===== src/rtl/alst_pkg.sv =====
// Package for the array list engine: sizes, operation and status codes,
// sentinels and the result record shared by the sequencer and the top level.
// No dependencies.
`default_nettype none

package alst_pkg;

  // List geometry
  localparam int CAPACITY = 64;
  localparam int IDX_W    = (CAPACITY > 1) ? $clog2(CAPACITY) : 1;
  localparam int CNT_W    = $clog2(CAPACITY + 1);

  // Item field widths
  localparam int FUNC_W   = 4;
  localparam int POS_W    = 6;
  localparam int DATA_W   = 32;
  localparam int STAT_W   = 2;
  localparam int COUNT_W  = 7;

  // Stream bus widths (whole bytes)
  localparam int S_TDATA_W = 40;
  localparam int M_TDATA_W = 48;

  // Running extremes start from these values
  localparam logic signed [DATA_W-1:0] MAX_SENTINEL = -32'sd9999999;
  localparam logic signed [DATA_W-1:0] MIN_SENTINEL = 32'sd9999999;

  // Operation selector
  typedef enum logic [FUNC_W-1:0] {
    FN_INS_HEAD = 4'd0,
    FN_INS_AT   = 4'd1,
    FN_INS_TAIL = 4'd2,
    FN_RM_HEAD  = 4'd3,
    FN_RM_AT    = 4'd4,
    FN_RM_TAIL  = 4'd5,
    FN_CONTAINS = 4'd6,
    FN_READ     = 4'd7,
    FN_EVENS    = 4'd8,
    FN_MAX      = 4'd9,
    FN_MIN      = 4'd10,
    FN_POSMAX   = 4'd11,
    FN_POSMIN   = 4'd12,
    FN_SUM      = 4'd13,
    FN_MEAN     = 4'd14
  } func_e;

  // Result status
  typedef enum logic [STAT_W-1:0] {
    ST_OK     = 2'd0,
    ST_FULL   = 2'd1,
    ST_EMPTY  = 2'd2,
    ST_BADPOS = 2'd3
  } status_e;

  // One result item as handed from the sequencer to the output register
  typedef struct packed {
    status_e              status;
    logic [DATA_W-1:0]    data;
    logic [COUNT_W-1:0]   count;
    logic                 full;
    logic                 empty;
  } res_t;

endpackage

`default_nettype wire


===== src/rtl/alst_ram.sv =====
// Generic single-clock RAM: one write port, one read port, registered read.
// No dependencies.
`default_nettype none

module alst_ram #(
  parameter int DEPTH = 64,
  parameter int WIDTH = 32,
  localparam int AW = (DEPTH > 1) ? $clog2(DEPTH) : 1
) (
  input  logic             clk_i,
  input  logic             we_i,
  input  logic [AW-1:0]    waddr_i,
  input  logic [WIDTH-1:0] wdata_i,
  input  logic             re_i,
  input  logic [AW-1:0]    raddr_i,
  output logic [WIDTH-1:0] rdata_o
);

  logic [WIDTH-1:0] mem_q [DEPTH];
  logic [WIDTH-1:0] rdata_q;

  // Write port
  always_ff @(posedge clk_i) begin
    if (we_i) begin
      mem_q[waddr_i] <= wdata_i;
    end
  end

  // Read port, registered
  always_ff @(posedge clk_i) begin
    if (re_i) begin
      rdata_q <= mem_q[raddr_i];
    end
  end

  assign rdata_o = rdata_q;

endmodule

`default_nettype wire


===== src/rtl/alst_div.sv =====
// Iterative signed divider for the mean: 32-bit dividend by the fill count,
// one quotient bit per cycle, truncating toward zero. Depends on alst_pkg.
`default_nettype none

module alst_div
  import alst_pkg::*;
(
  input  logic              clk_i,
  input  logic              rst_ni,
  input  logic              start_i,
  input  logic [DATA_W-1:0] dividend_i,
  input  logic [CNT_W-1:0]  divisor_i,
  output logic              done_o,
  output logic [DATA_W-1:0] quotient_o
);

  localparam int STEP_W = $clog2(DATA_W);

  logic              busy_q, busy_d;
  logic              done_q, done_d;
  logic [STEP_W-1:0] step_q, step_d;
  logic              neg_q, neg_d;
  logic [DATA_W-1:0] dvd_q, dvd_d;
  logic [CNT_W:0]    rem_q, rem_d;
  logic [CNT_W-1:0]  dsr_q, dsr_d;
  logic [CNT_W:0]    rem_sh;
  logic              qbit;

  // One restoring step: shift in the next dividend bit, subtract if it fits
  always_comb begin
    busy_d = busy_q;
    done_d = 1'b0;
    step_d = step_q;
    neg_d  = neg_q;
    dvd_d  = dvd_q;
    rem_d  = rem_q;
    dsr_d  = dsr_q;
    rem_sh = {rem_q[CNT_W-1:0], dvd_q[DATA_W-1]};
    qbit   = (rem_sh >= {1'b0, dsr_q});
    if (start_i) begin
      busy_d = 1'b1;
      step_d = '0;
      neg_d  = dividend_i[DATA_W-1];
      dvd_d  = dividend_i[DATA_W-1] ? (~dividend_i + 1'b1) : dividend_i;
      rem_d  = '0;
      dsr_d  = divisor_i;
    end else if (busy_q) begin
      rem_d  = qbit ? (rem_sh - {1'b0, dsr_q}) : rem_sh;
      dvd_d  = {dvd_q[DATA_W-2:0], qbit};
      step_d = step_q + 1'b1;
      if (step_q == STEP_W'(DATA_W - 1)) begin
        busy_d = 1'b0;
        done_d = 1'b1;
      end
    end
  end

  // Control state
  always_ff @(posedge clk_i or negedge rst_ni) begin
    if (!rst_ni) begin
      busy_q <= 1'b0;
      done_q <= 1'b0;
      step_q <= '0;
    end else begin
      busy_q <= busy_d;
      done_q <= done_d;
      step_q <= step_d;
    end
  end

  // Datapath
  always_ff @(posedge clk_i) begin
    neg_q <= neg_d;
    dvd_q <= dvd_d;
    rem_q <= rem_d;
    dsr_q <= dsr_d;
  end

  // Restore the sign of the quotient
  assign done_o     = done_q;
  assign quotient_o = neg_q ? (~dvd_q + 1'b1) : dvd_q;

endmodule

`default_nettype wire


===== src/rtl/alst_seq.sv =====
// Operation sequencer: decodes an item, walks the entry memory one address
// per cycle (shift up, shift down or scan) and builds the result.
// Depends on alst_pkg, alst_ram and alst_div.
`default_nettype none

module alst_seq
  import alst_pkg::*;
(
  input  logic              clk_i,
  input  logic              rst_ni,
  input  logic              in_valid_i,
  output logic              in_ready_o,
  input  logic [FUNC_W-1:0] func_i,
  input  logic [POS_W-1:0]  position_i,
  input  logic [DATA_W-1:0] value_i,
  input  logic              out_free_i,
  output logic              res_valid_o,
  output res_t              res_o
);

  typedef enum logic [3:0] {
    S_IDLE = 4'b0001,
    S_RUN  = 4'b0010,
    S_DIV  = 4'b0100,
    S_DONE = 4'b1000
  } state_e;

  state_e                    state_q, state_d;
  logic [FUNC_W-1:0]         op_q, op_d;
  logic [IDX_W-1:0]          idx_q, idx_d;
  logic [DATA_W-1:0]         val_q, val_d;
  logic [IDX_W-1:0]          rd_addr_q, rd_addr_d;
  logic [CNT_W-1:0]          rd_left_q, rd_left_d;
  logic                      rd_down_q, rd_down_d;
  logic                      rv_q, rv_d;
  logic [IDX_W-1:0]          ra_q, ra_d;
  logic [CNT_W-1:0]          cnt_q, cnt_d;
  logic [DATA_W-1:0]         acc_q, acc_d;
  logic signed [DATA_W-1:0]  best_q, best_d;
  logic [IDX_W-1:0]          pos_q, pos_d;
  logic                      found_q, found_d;
  status_e                   status_q, status_d;
  logic [DATA_W-1:0]         data_q, data_d;

  logic                      list_full, list_empty, pos_bad;
  logic [IDX_W-1:0]          sel_idx;
  logic                      mem_we, mem_re;
  logic [IDX_W-1:0]          mem_waddr;
  logic [DATA_W-1:0]         mem_wdata, mem_rdata;
  logic                      div_start, div_done;
  logic [DATA_W-1:0]         div_quot;

  alst_ram #(
    .DEPTH (CAPACITY),
    .WIDTH (DATA_W)
  ) u_ram (
    .clk_i   (clk_i),
    .we_i    (mem_we),
    .waddr_i (mem_waddr),
    .wdata_i (mem_wdata),
    .re_i    (mem_re),
    .raddr_i (rd_addr_q),
    .rdata_o (mem_rdata)
  );

  alst_div u_div (
    .clk_i      (clk_i),
    .rst_ni     (rst_ni),
    .start_i    (div_start),
    .dividend_i (acc_q),
    .divisor_i  (cnt_q),
    .done_o     (div_done),
    .quotient_o (div_quot)
  );

  // List condition checks on the current fill count
  assign list_full  = (cnt_q == CNT_W'(CAPACITY));
  assign list_empty = (cnt_q == '0);
  assign pos_bad    = (int'(position_i) >= int'(cnt_q));
  assign mem_re     = (state_q == S_RUN) && (rd_left_q != '0);
  assign in_ready_o = (state_q == S_IDLE);

  // Index that an operation starts from
  always_comb begin
    unique case (func_e'(func_i))
      FN_INS_AT, FN_RM_AT, FN_READ: sel_idx = IDX_W'(position_i);
      FN_INS_TAIL:                  sel_idx = IDX_W'(cnt_q);
      FN_RM_TAIL:                   sel_idx = IDX_W'(cnt_q - 1'b1);
      default:                      sel_idx = '0;
    endcase
  end

  // Sequencer
  always_comb begin
    state_d   = state_q;
    op_d      = op_q;
    idx_d     = idx_q;
    val_d     = val_q;
    rd_addr_d = rd_addr_q;
    rd_left_d = rd_left_q;
    rd_down_d = rd_down_q;
    rv_d      = rv_q;
    ra_d      = ra_q;
    cnt_d     = cnt_q;
    acc_d     = acc_q;
    best_d    = best_q;
    pos_d     = pos_q;
    found_d   = found_q;
    status_d  = status_q;
    data_d    = data_q;
    mem_we    = 1'b0;
    mem_waddr = idx_q;
    mem_wdata = val_q;
    div_start = 1'b0;
    res_valid_o = 1'b0;

    unique case (state_q)
      S_IDLE: begin
        if (in_valid_i) begin
          op_d      = func_i;
          val_d     = value_i;
          idx_d     = sel_idx;
          status_d  = ST_OK;
          data_d    = '0;
          acc_d     = '0;
          found_d   = 1'b0;
          pos_d     = '0;
          best_d    = (func_i == FN_MIN || func_i == FN_POSMIN) ? MIN_SENTINEL
                                                                 : MAX_SENTINEL;
          rv_d      = 1'b0;
          rd_down_d = 1'b0;
          rd_addr_d = '0;
          rd_left_d = cnt_q;
          state_d   = S_RUN;
          unique case (func_e'(func_i))
            FN_INS_HEAD, FN_INS_AT, FN_INS_TAIL: begin
              // Shift up from the tail down to the insert index
              rd_down_d = 1'b1;
              rd_addr_d = IDX_W'(cnt_q - 1'b1);
              rd_left_d = cnt_q - CNT_W'(sel_idx);
              if (list_full) begin
                status_d = ST_FULL;
                state_d  = S_DONE;
              end else if (func_i == FN_INS_AT && pos_bad) begin
                status_d = ST_BADPOS;
                state_d  = S_DONE;
              end
            end
            FN_RM_HEAD, FN_RM_AT, FN_RM_TAIL: begin
              // Read the victim, then pull the rest down by one
              rd_addr_d = sel_idx;
              rd_left_d = cnt_q - CNT_W'(sel_idx);
              if (list_empty) begin
                status_d = ST_EMPTY;
                state_d  = S_DONE;
              end else if (func_i == FN_RM_AT && pos_bad) begin
                status_d = ST_BADPOS;
                state_d  = S_DONE;
              end
            end
            FN_READ: begin
              rd_addr_d = sel_idx;
              rd_left_d = CNT_W'(1);
              if (pos_bad) begin
                status_d = ST_BADPOS;
                state_d  = S_DONE;
              end
            end
            FN_MEAN: begin
              if (list_empty) begin
                status_d = ST_EMPTY;
                state_d  = S_DONE;
              end
            end
            FN_CONTAINS, FN_EVENS, FN_MAX, FN_MIN, FN_POSMAX, FN_POSMIN,
            FN_SUM: begin
              // Full scan from index zero
            end
            default: begin
              state_d = S_DONE;
            end
          endcase
        end
      end

      S_RUN: begin
        // Issue the next read
        if (rd_left_q != '0) begin
          rd_left_d = rd_left_q - 1'b1;
          rd_addr_d = rd_down_q ? (rd_addr_q - 1'b1) : (rd_addr_q + 1'b1);
          rv_d      = 1'b1;
          ra_d      = rd_addr_q;
        end else begin
          rv_d      = 1'b0;
        end

        // Consume the word that arrived from the previous read
        if (rv_q) begin
          unique case (func_e'(op_q))
            FN_INS_HEAD, FN_INS_AT, FN_INS_TAIL: begin
              mem_we    = 1'b1;
              mem_waddr = ra_q + 1'b1;
              mem_wdata = mem_rdata;
            end
            FN_RM_HEAD, FN_RM_AT, FN_RM_TAIL: begin
              if (ra_q == idx_q) begin
                acc_d = mem_rdata;
              end else begin
                mem_we    = 1'b1;
                mem_waddr = ra_q - 1'b1;
                mem_wdata = mem_rdata;
              end
            end
            FN_READ: begin
              acc_d = mem_rdata;
            end
            FN_CONTAINS: begin
              if (mem_rdata == val_q) begin
                acc_d = DATA_W'(1);
              end
            end
            FN_EVENS: begin
              if (!mem_rdata[0]) begin
                acc_d = acc_q + 1'b1;
              end
            end
            FN_MAX, FN_POSMAX: begin
              if ($signed(mem_rdata) > best_q) begin
                best_d  = $signed(mem_rdata);
                pos_d   = ra_q;
                found_d = 1'b1;
              end
            end
            FN_MIN, FN_POSMIN: begin
              if ($signed(mem_rdata) < best_q) begin
                best_d  = $signed(mem_rdata);
                pos_d   = ra_q;
                found_d = 1'b1;
              end
            end
            FN_SUM, FN_MEAN: begin
              acc_d = acc_q + mem_rdata;
            end
            default: begin
            end
          endcase
        end

        // Walk finished: commit and form the answer
        if (rd_left_q == '0 && !rv_q) begin
          state_d = S_DONE;
          unique case (func_e'(op_q))
            FN_INS_HEAD, FN_INS_AT, FN_INS_TAIL: begin
              mem_we    = 1'b1;
              mem_waddr = idx_q;
              mem_wdata = val_q;
              cnt_d     = cnt_q + 1'b1;
              data_d    = '0;
            end
            FN_RM_HEAD, FN_RM_AT, FN_RM_TAIL: begin
              cnt_d  = cnt_q - 1'b1;
              data_d = acc_q;
            end
            FN_MAX, FN_MIN: begin
              data_d = best_q;
            end
            FN_POSMAX, FN_POSMIN: begin
              data_d = found_q ? DATA_W'(pos_q) : '1;
            end
            FN_MEAN: begin
              div_start = 1'b1;
              state_d   = S_DIV;
            end
            default: begin
              data_d = acc_q;
            end
          endcase
        end
      end

      S_DIV: begin
        if (div_done) begin
          data_d  = div_quot;
          state_d = S_DONE;
        end
      end

      S_DONE: begin
        // Hand over once the output register can take it
        if (out_free_i) begin
          res_valid_o = 1'b1;
          state_d     = S_IDLE;
        end
      end

      default: begin
        state_d = S_IDLE;
      end
    endcase
  end

  // Control state
  always_ff @(posedge clk_i or negedge rst_ni) begin
    if (!rst_ni) begin
      state_q   <= S_IDLE;
      rv_q      <= 1'b0;
      rd_left_q <= '0;
      cnt_q     <= '0;
    end else begin
      state_q   <= state_d;
      rv_q      <= rv_d;
      rd_left_q <= rd_left_d;
      cnt_q     <= cnt_d;
    end
  end

  // Operation payload
  always_ff @(posedge clk_i) begin
    op_q      <= op_d;
    idx_q     <= idx_d;
    val_q     <= val_d;
    rd_addr_q <= rd_addr_d;
    rd_down_q <= rd_down_d;
    ra_q      <= ra_d;
    acc_q     <= acc_d;
    best_q    <= best_d;
    pos_q     <= pos_d;
    found_q   <= found_d;
    status_q  <= status_d;
    data_q    <= data_d;
  end

  // Result item
  assign res_o.status = status_q;
  assign res_o.data   = data_q;
  assign res_o.count  = COUNT_W'(cnt_q);
  assign res_o.full   = list_full;
  assign res_o.empty  = list_empty;

endmodule

`default_nettype wire


===== src/rtl/array_list_engine_top.sv =====
// Top level of the array list engine: stream ports, output register and
// checks. Depends on alst_pkg and alst_seq.
//
//   Channel   Dir  Group     Carries
//   s_axis    in   tuser     func
//                  tdata     position, value
//   m_axis    out  tuser     status
//                  tdata     data, count, full_res, empty_res
//
// An item walks the entry memory one address per cycle through its single
// read port; the entries walked are the count for scans, count - index for
// shifts and 1 for a read, up to 64. The mean then runs the bit-serial
// divider on the sum.
// Reset empties the list at once; entries are not cleared.
// A stalled result sits in the output register while the next item is taken.
`default_nettype none

module array_list_engine_top
  import alst_pkg::*;
(
  input  logic                 clk_i,
  input  logic                 rst_ni,
  input  logic                 s_axis_tvalid_i,
  output logic                 s_axis_tready_o,
  input  logic [S_TDATA_W-1:0] s_axis_tdata_i,  // [5:0] position, [37:6] value
  input  logic [FUNC_W-1:0]    s_axis_tuser_i,  // [3:0] func
  output logic                 m_axis_tvalid_o,
  input  logic                 m_axis_tready_i,
  // [31:0] data, [38:32] count, [39] full_res, [40] empty_res
  output logic [M_TDATA_W-1:0] m_axis_tdata_o,
  output logic [STAT_W-1:0]    m_axis_tuser_o   // [1:0] status
);

  logic out_valid_q, out_valid_d;
  res_t out_res_q, out_res_d;
  logic out_free;
  logic res_valid;
  res_t res;

  assign out_free = !out_valid_q || m_axis_tready_i;

  alst_seq u_seq (
    .clk_i       (clk_i),
    .rst_ni      (rst_ni),
    .in_valid_i  (s_axis_tvalid_i),
    .in_ready_o  (s_axis_tready_o),
    .func_i      (s_axis_tuser_i),
    .position_i  (s_axis_tdata_i[POS_W-1:0]),
    .value_i     (s_axis_tdata_i[POS_W+DATA_W-1:POS_W]),
    .out_free_i  (out_free),
    .res_valid_o (res_valid),
    .res_o       (res)
  );

  // Load a new result or drop the one just taken
  always_comb begin
    out_valid_d = out_valid_q;
    out_res_d   = out_res_q;
    if (res_valid) begin
      out_valid_d = 1'b1;
      out_res_d   = res;
    end else if (m_axis_tready_i) begin
      out_valid_d = 1'b0;
    end
  end

  always_ff @(posedge clk_i or negedge rst_ni) begin
    if (!rst_ni) begin
      out_valid_q <= 1'b0;
    end else begin
      out_valid_q <= out_valid_d;
    end
  end

  always_ff @(posedge clk_i) begin
    out_res_q <= out_res_d;
  end

  // Pack the result item
  assign m_axis_tvalid_o = out_valid_q;
  assign m_axis_tuser_o  = out_res_q.status;
  assign m_axis_tdata_o  = {{(M_TDATA_W - DATA_W - COUNT_W - 2){1'b0}},
                            out_res_q.empty, out_res_q.full,
                            out_res_q.count, out_res_q.data};

  // One item at a time: accepting an item closes the input
  a_one_item: assert property (@(posedge clk_i) disable iff (!rst_ni)
    (s_axis_tvalid_i && s_axis_tready_o) |=> !s_axis_tready_o)
    else $error("input accepted while an item is still in work");

  // The fill count never passes capacity
  a_count_range: assert property (@(posedge clk_i) disable iff (!rst_ni)
    m_axis_tvalid_o |-> (int'(out_res_q.count) <= CAPACITY))
    else $error("fill count beyond capacity");

  // Full and empty flags exclude each other
  a_flags: assert property (@(posedge clk_i) disable iff (!rst_ni)
    m_axis_tvalid_o |-> !(out_res_q.full && out_res_q.empty))
    else $error("list flagged full and empty at once");

  // A full-list error is only reported on a full list
  a_full_status: assert property (@(posedge clk_i) disable iff (!rst_ni)
    (m_axis_tvalid_o && m_axis_tuser_o == ST_FULL) |-> out_res_q.full)
    else $error("full status on a list that is not full");

endmodule

`default_nettype wire

===== config.mk =====
export PLATFORM = sky130hd
export DESIGN_NAME = array_list_engine_top
export DESIGN_NICKNAME = d
export VERILOG_FILES = /design/src/rtl/alst_pkg.sv /design/src/rtl/alst_ram.sv /design/src/rtl/alst_div.sv /design/src/rtl/alst_seq.sv /design/src/rtl/array_list_engine_top.sv
export SDC_FILE = /design/constraint.sdc
export NUM_CORES = 2
export LEC_CHECK = 0
export BUFFER_PORTS_ARGS = -buffer_cell sky130_fd_sc_hd__buf_4
export CORE_UTILIZATION = 25
export CTS_CLUSTER_SIZE = 30
export DETAILED_ROUTE_END_ITERATION = 6
export PLACE_DENSITY = 0.47
export RECOVER_POWER = 100
export SLEW_MARGIN = 20
export SYNTH_ARGS = -nofsm -noshare
export SYNTH_HDL_FRONTEND = slang
export SYNTH_SLANG_ARGS = --single-unit

===== constraint.sdc =====
create_clock -name clk_i -period 15.7 [get_ports clk_i]
set_input_delay 3.14 -clock clk_i [delete_from_list [all_inputs] [get_ports clk_i]]
set_output_delay 3.14 -clock clk_i [all_outputs]
set_load 0.05 [all_outputs]

* Yosys cells after proc, flatten, opt, wreduce, memory -nomap -nowiden *
Memories as Yosys holds them, arrays and structs flattened. A register that Yosys moved wholly into a read port is not among the register bits.
Cells that the tools add are included.

word-level totals
  register bits = 277
  memory bits (writable) = 2048
  output and inout port bits = 52
  memories kept = 1
  logic and storage cells = 245
  bits of input ports = 48

operators by class
  reduce and logical (&&, ||, !) cells = 40
  mux-type cells = 105
  $add $sub $neg = 14
  bitwise operators = 2
  equality and inequality tests = 50
  order comparisons = 4

memories
  name               depth  bits a word  read ports  clocked after Yosys merged registers in  write ports  line            text
  u_seq.u_ram.mem_q  64     32           1           1                                        1            alst_ram.sv:19  logic [WIDTH-1:0] mem_q [DEPTH];

operators by type and width
  kind                                                             count
  32-bit 2-to-1 mux                                                22
  32-bit one-hot mux with 2 select lines                           4
  32-bit one-hot mux with 5 select lines                           1
  32-bit one-hot mux with 4 select lines                           1
  32-bit by 1-bit adder with 32-bit output, second input constant  3
  32-bit one-hot mux with 3 select lines                           1
  6-bit 2-to-1 mux                                                 12
  32-bit NOT                                                       2
  4-bit == test, second input constant                             15
  6-bit one-hot mux with 2 select lines                            5
  4-bit 2-to-1 mux                                                 11
  7-bit one-hot mux with 2 select lines                            3
  4-bit by 3-bit == test with 1-bit output, second input constant  9
  32-bit adder                                                     1
  32-bit == test                                                   1
  32-bit > comparator                                              1
  32-bit less-than comparator                                      1
  1-bit 2-to-1 mux                                                 26
  7-bit 2-to-1 mux                                                 3
  4-bit by 2-bit == test with 1-bit output, second input constant  5
  4-bit one-hot mux with 5 select lines                            1
  3-bit inequality test, second input constant                     6
  6-bit one-hot mux with 3 select lines                            1
  4-bit one-hot mux with 4 select lines                            1
  other kinds (39)                                                 79

* Depth between registers and ports, before layout *
  word-level depth = 9
  depth in mapped cells = 16
  mapped depth without buffers = 14

* Modules after synthesis *
From an unflattened synthesis, not the netlist that was laid out.

unflattened totals
  cell total of the unflattened synthesis = 5280
  area total of the unflattened synthesis = 97192.0 um2

by module, submodules not included
  module                 cells each  sequential area each (um2)  area each (um2)  instances
  alst_ram               3511        62459.9                     79359.9          1
  alst_seq               1286        5281.3                      12535.8          1
  alst_div               429         1516.5                      3901.2           1
  array_list_engine_top  54          1316.3                      1395.1           1

* Worst setup path before layout *
No wires, ideal clock.

  kind = input to register
  start point = input port s_axis_tuser_i[2]
  end point = register u_seq.rd_left_q[6]
  slack = 9.745 ns
  required time = 15.509 ns
  arrival time = 5.764 ns
  library setup time = 0.191 ns
  stages on the path = 14
  buffers on the path = 1
  cell sequence = buf_1 > nand2_1 > a211oi_1 > a221o_1 > ha_1 > inv_1 > fa_1 > a21o_1 > a21o_1 > a21o_1 > a21oi_1 > nor2b_1 > o21ai_0 > a31oi_1

on the way
  word-level cells in the longest chain between the ends = 7
  elaborated cells between the ends (all ways) = 14
  those cells by class = add/sub: 1; eq/ne: 6; mux: 4; reduce/logical: 3

RTL lines
  what                                                                                                  line                              text
  start: declaration                                                                                    array_list_engine_top.sv:26       input logic [FUNC_W-1:0] s_axis_tuser_i,
  4-bit by 3-bit == test with 1-bit output or 4-bit by 1-bit == test with 1-bit output (tied branches)  alst_seq.sv:85                    unique case (func_e'(func_i))
  3-bit OR reduction                                                                                    alst_seq.sv:85
  6-bit one-hot mux with 3 select lines (*)                                                             alst_seq.sv:85
  named net u_seq.sel_idx[0]                                                                            alst_seq.sv:46                    logic [IDX_W-1:0] sel_idx;
  7-bit by 6-bit subtractor with 7-bit output (*)                                                       alst_seq.sv:140, alst_seq.sv:152
  7-bit one-hot mux with 2 select lines (*)                                                             alst_seq.sv:135                   unique case (func_e'(func_i))
  7-bit 2-to-1 mux (*)                                                                                  alst_seq.sv:119                   if (in_valid_i) begin
  7-bit one-hot mux with 2 select lines (*)                                                             alst_seq.sv:117                   unique case (state_q)
  end signal: assignment                                                                                alst_seq.sv:312                   rd_left_q <= rd_left_d;
  end: declaration                                                                                      alst_seq.sv:33                    logic [CNT_W-1:0] rd_left_q, rd_left_d;

Mark *: on every way through the listed nets, which the timed path passes. The rest lies on a longest branch. The select of a mux whose other input is x is not followed.
A chain may end at the register's enable or synchronous reset.

* Worst setup path in the final report *
  start point = register u_seq.state_q[3]
  end point = memory u_seq.u_ram.mem_q[39][27], enable pin

on the way
  word-level cells in the longest chain between the ends = 4
  elaborated cells between the ends (all ways) = 5
  those cells by class = eq/ne: 1; mux: 4

RTL lines
  what                                          line             text
  start: declaration                            alst_seq.sv:28   state_e state_q, state_d;
  start signal: assignment                      alst_seq.sv:310  state_q <= state_d;
  4-bit by 2-bit == test with 1-bit output (*)  alst_seq.sv:117
  1-bit 2-to-1 mux                              alst_seq.sv:117
  1-bit 2-to-1 mux                              alst_ram.sv:24   if (we_i) begin
  1-bit 2-to-1 mux (implied by the code)        alst_ram.sv:25   mem_q[waddr_i] <= wdata_i;
  end: declaration                              alst_ram.sv:19

Every way passes the cells marked *; elsewhere a longest branch is shown, timed or not.

==> results.md <==
* Status: finished, violations left
* Failing checks: capacitance limit, slew limit
* All-Layer GR Usage at 13.1%
* RSZ-0062 raised after global routing: no
* Net switching power figure at between 5000 and 6000 uW
* Slowest cell on the critical path: clkbuf_1
* IO Count at 100
* Tot Pwr at ~19000 uW
* Setup CP Type: flop to flop
* Number of synthesized flops with an enable pin at 2323
* Slew Limit Fails at between 3000 and 4000
* Starting Density at between 20 and 30%
* DP HPWL at approximately 150 mm
* R2R setup slack at about 5.3 ns
* Yosys cell types at 80
* Vias in the first global route at roughly 50000
* Cells along the critical path: nor2_1 -> nand3_2 -> clkbuf_1 -> clkinv_1 -> clkbuf_1 -> o21ai_4 -> clkbuf_1 -> nor2_1 -> nand3_1 -> or3b_1 -> nor2_4 -> clkbuf_1
* # port buffers at 90
* Final setup TNS at 0 ns
* Post-Synth Adder-Cell Area at 1.33%
* Via Count at 48300
* Post-CTS sizing at 0
* Mux contribution to synthesized area at between 10% and 20%
* Number of max-cap violations at 88
* GP Congestion at between 0.8 and 0.9
* GRT overflow at 0
* Layout-stage area growth over the synthesis result at 15.7%
* Worst endpoint required time at around 16 ns
* Hold Path Class: flop to flop
* Post-synth ARST share at under 10%
* H-Tree Depth at 4
* Core Area at roughly 0.38 sq mm
* Post-Synth XOR/XNOR Area at between 1 and 1.5%
* Syn avg cell area at 20.1 sq um
* Final nets at 5192
* #FFs+latches synth at ~2400
* Fmax at about 0.097 GHz
* Later-pin clock latency in the skew report at just over 0.9 ns
* DIE WIDTH at between 600 and 700 um
* Drt wl/cell at between 20 and 30 um
* Final Critical Period at approximately 10 ns
* Setup crit end kind: flop
* Commonest cells after routing, fill and taps aside: edfxtp_1 (2323), mux4_2 (662), clkbuf_16 (249)
* CTS tree: done
* CP max stage delay at between 2 and 3 ns
* Nature of the critical path startpoint: flop
* Slew Limit Headroom at -532%
* Critical path's most frequent cell: clkbuf_1
* Initial antenna violation count at 17
* # rows at roughly 230
* Least-Margin Pin Slew at approximately 9.5 ns
* WP buf/inv at 5
* Sequential share of the synthesized area at around three quarters
* Finished Layout Cells at 10300
* Via density at between 4 and 5
* Initial DRC count at 4725
* ANT nets after route at 0
* Root Driver: clkbuf_16
* Max Fanout on Critical Path at 76
* Dpl ws at between 9 and 10 ns
* Clock sinks at around 2400
* Largest net degree at the start of global routing at just over 80
* Pwr Density at around 170 mW/mm^2
* LEAKAGE at approximately 0.034 uW
* Final worst-path cycle share at 66.0%
* Clock transition at the registers of the reported paths at approximately 0.06 ns
* Skew final at around 0.098 ns
* Die height at a little over 600 um
* Flop pwr share at a little over two fifths
* Clock Path Buffers at 4
* Die Area at between 0.3 and 0.4 sq mm
* PnR worst setup slack at ~5.3 ns
* Leading cell type in the layout, fill and taps excluded: edfxtp_1
* Synth Area in Compound Gates at ~3.6%
* Final Hold Viols at 0
* Final setup fails at 0
* Largest family of logic cells by synthesized area: multiplexers
* Switching share of power at a little under a third
* Layout cells sized above 1 at between 20 and 25%
* Post-CTS Setup Bufs at 0
* Synth Warn # at 0
* Area share of and/or/nand/nor cells after synthesis at about 3%
* Delay-heaviest family, CP: buffers and inverters
* Hold buffer count at CTS at 0
* Worst EP arrival at approximately 11 ns
* Mapped Area at 0.0960 sq mm
* Top FF cell, synth: edfxtp_1
* P_int at around 13000 uW
* TritonRoute pass-1 iters at 6
* Cell Count Post-Placement at around 9800
* First-pass GRT wire length at 371 mm
* Number of remaining DRC errors at 0
* Max rail drop VDD at roughly 0.12 mV
* WL final at around 260 mm
* Post-layout util at around 29%
* Logic pwr share at 27.6%
* Clock power frac at a little over 30%
* Cells after Synth at ~4800
* Total clock buffers created by CTS at 246
[metrics by stage]
step | hold WS [ns] | instance area, sq um
6_report | 0.408 | 111000
5_1_grt | 0.417 | 111000
4_1_cts | 0.410 | 112000
3_5_place_dp | 0.405 | 104000
3_3_place_gp | 0.404 | 104000
2_1_floorplan | 0.400 | 96100
[kinds of logic (layout without fill, tap and decap cells)]
logic type / after synthesis / in the layout
flip-flops: 2357 / 2357
multiplexers: 695 / 695
AND/OR/NAND/NOR: 587 / 587
AO/OA/AOI/OAI: 550 / 550
buffers and inverters: 341 / 792
XOR/XNOR: 156 / 156
adder cells (fa/ha/maj): 100 / 100
other: 1 / 11
[flip-flops by register name (all words and copies together), names as in the netlist, 32 cells and up]
register / flops
u_seq.data_q: 32
m_axis_tdata_o: 41
u_seq.val_q: 32
u_seq.best_q: 32
u_seq.u_div.dvd_q: 32
u_seq.u_ram.rdata_o: 32
u_seq.u_ram.mem_q: 2048
u_seq.acc_q: 32
[layout make-up]
| cell class | count | area, sq um |
|---|---|---|
| fill | 37600 | 271000 |
| sequential | 2357 | 70600 |
| multi-input combinational | 2095 | 24800 |
| clock buffer | 302 | 6430 |
| tap | 5038 | 6300 |
| timing repair buffer | 250 | 1370 |
| clock inverter | 146 | 1340 |
| inverter | 94 | 353 |
| antenna | 4 | 10.0 |
[Yosys cell counts (9+ instances only)]
master / count / share of area [%]
edfxtp_1: 2323 / 73
mux4_2: 662 / 16
o21ai_0: 212 / 1.1
nand2_1: 177 / 0.69
clkbuf_1: 171 / 0.67
nor2_1: 162 / 0.63
xor2_1: 117 / 1.1
a21oi_1: 96 / 0.50
ha_1: 96 / 1.3
inv_1: 89 / 0.35
buf_1: 60 / 0.23
a21o_1: 48 / 0.38
and2_1: 40 / 0.26
xnor2_1: 39 / 0.36
nand3_1: 37 / 0.19
o22ai_1: 37 / 0.24
nor3_1: 28 / 0.15
dfrtp_1: 26 / 0.68
nand2b_1: 25 / 0.16
or3_1: 23 / 0.15
mux2i_1: 22 / 0.23
o31ai_1: 22 / 0.17
nand4_1: 21 / 0.14
nor4_1: 15 / 0.098
o41ai_1: 14 / 0.13
and3_1: 13 / 0.085
a221oi_1: 12 / 0.11
mux2_2: 11 / 0.13
nor2b_1: 11 / 0.072
or4_1: 10 / 0.078
a22o_1: 9 / 0.082
a31oi_1: 9 / 0.059
buf_2: 9 / 0.047
[worst paths after layout]
path | start | endpoint | cells past startpoint
worst max-delay path | u_seq.state_q[3] | u_seq.u_ram.mem_q[39][27] | 12
worst min-delay path | u_seq.data_q[26] | m_axis_tdata_o[26] | 0
worst max register to register | u_seq.state_q[3] | u_seq.u_ram.mem_q[39][27] | 12
worst min register to register | u_seq.data_q[26] | m_axis_tdata_o[26] | 0
max in group asynchronous | rst_ni | u_seq.rd_left_q[4] | 1
min in group asynchronous | rst_ni | u_seq.cnt_q[1] | 1
[metal layers]
layer / track usage [%] / vias to the layer above / share of wire, %
li1: - / 20300 / -
met1: 18.6 / 26300 / 46
met2: 21.4 / 1266 / 48
met3: 1.67 / 364 / 4.4
met4: 3.08 / 0 / 2.3
met5: 0 / - / 0
[power groups by stage]
stage          logic, uW  registers, uW  clock network (uW)
2_1_floorplan       3370           8010                   0
3_3_place_gp        5250           8040                   0
3_5_place_dp        5300           8040                   0
4_1_cts             5310           7910                5870
5_1_grt             5620           8020                6090
6_report            5230           7990                5710
(Power assumes the default switching activity.)
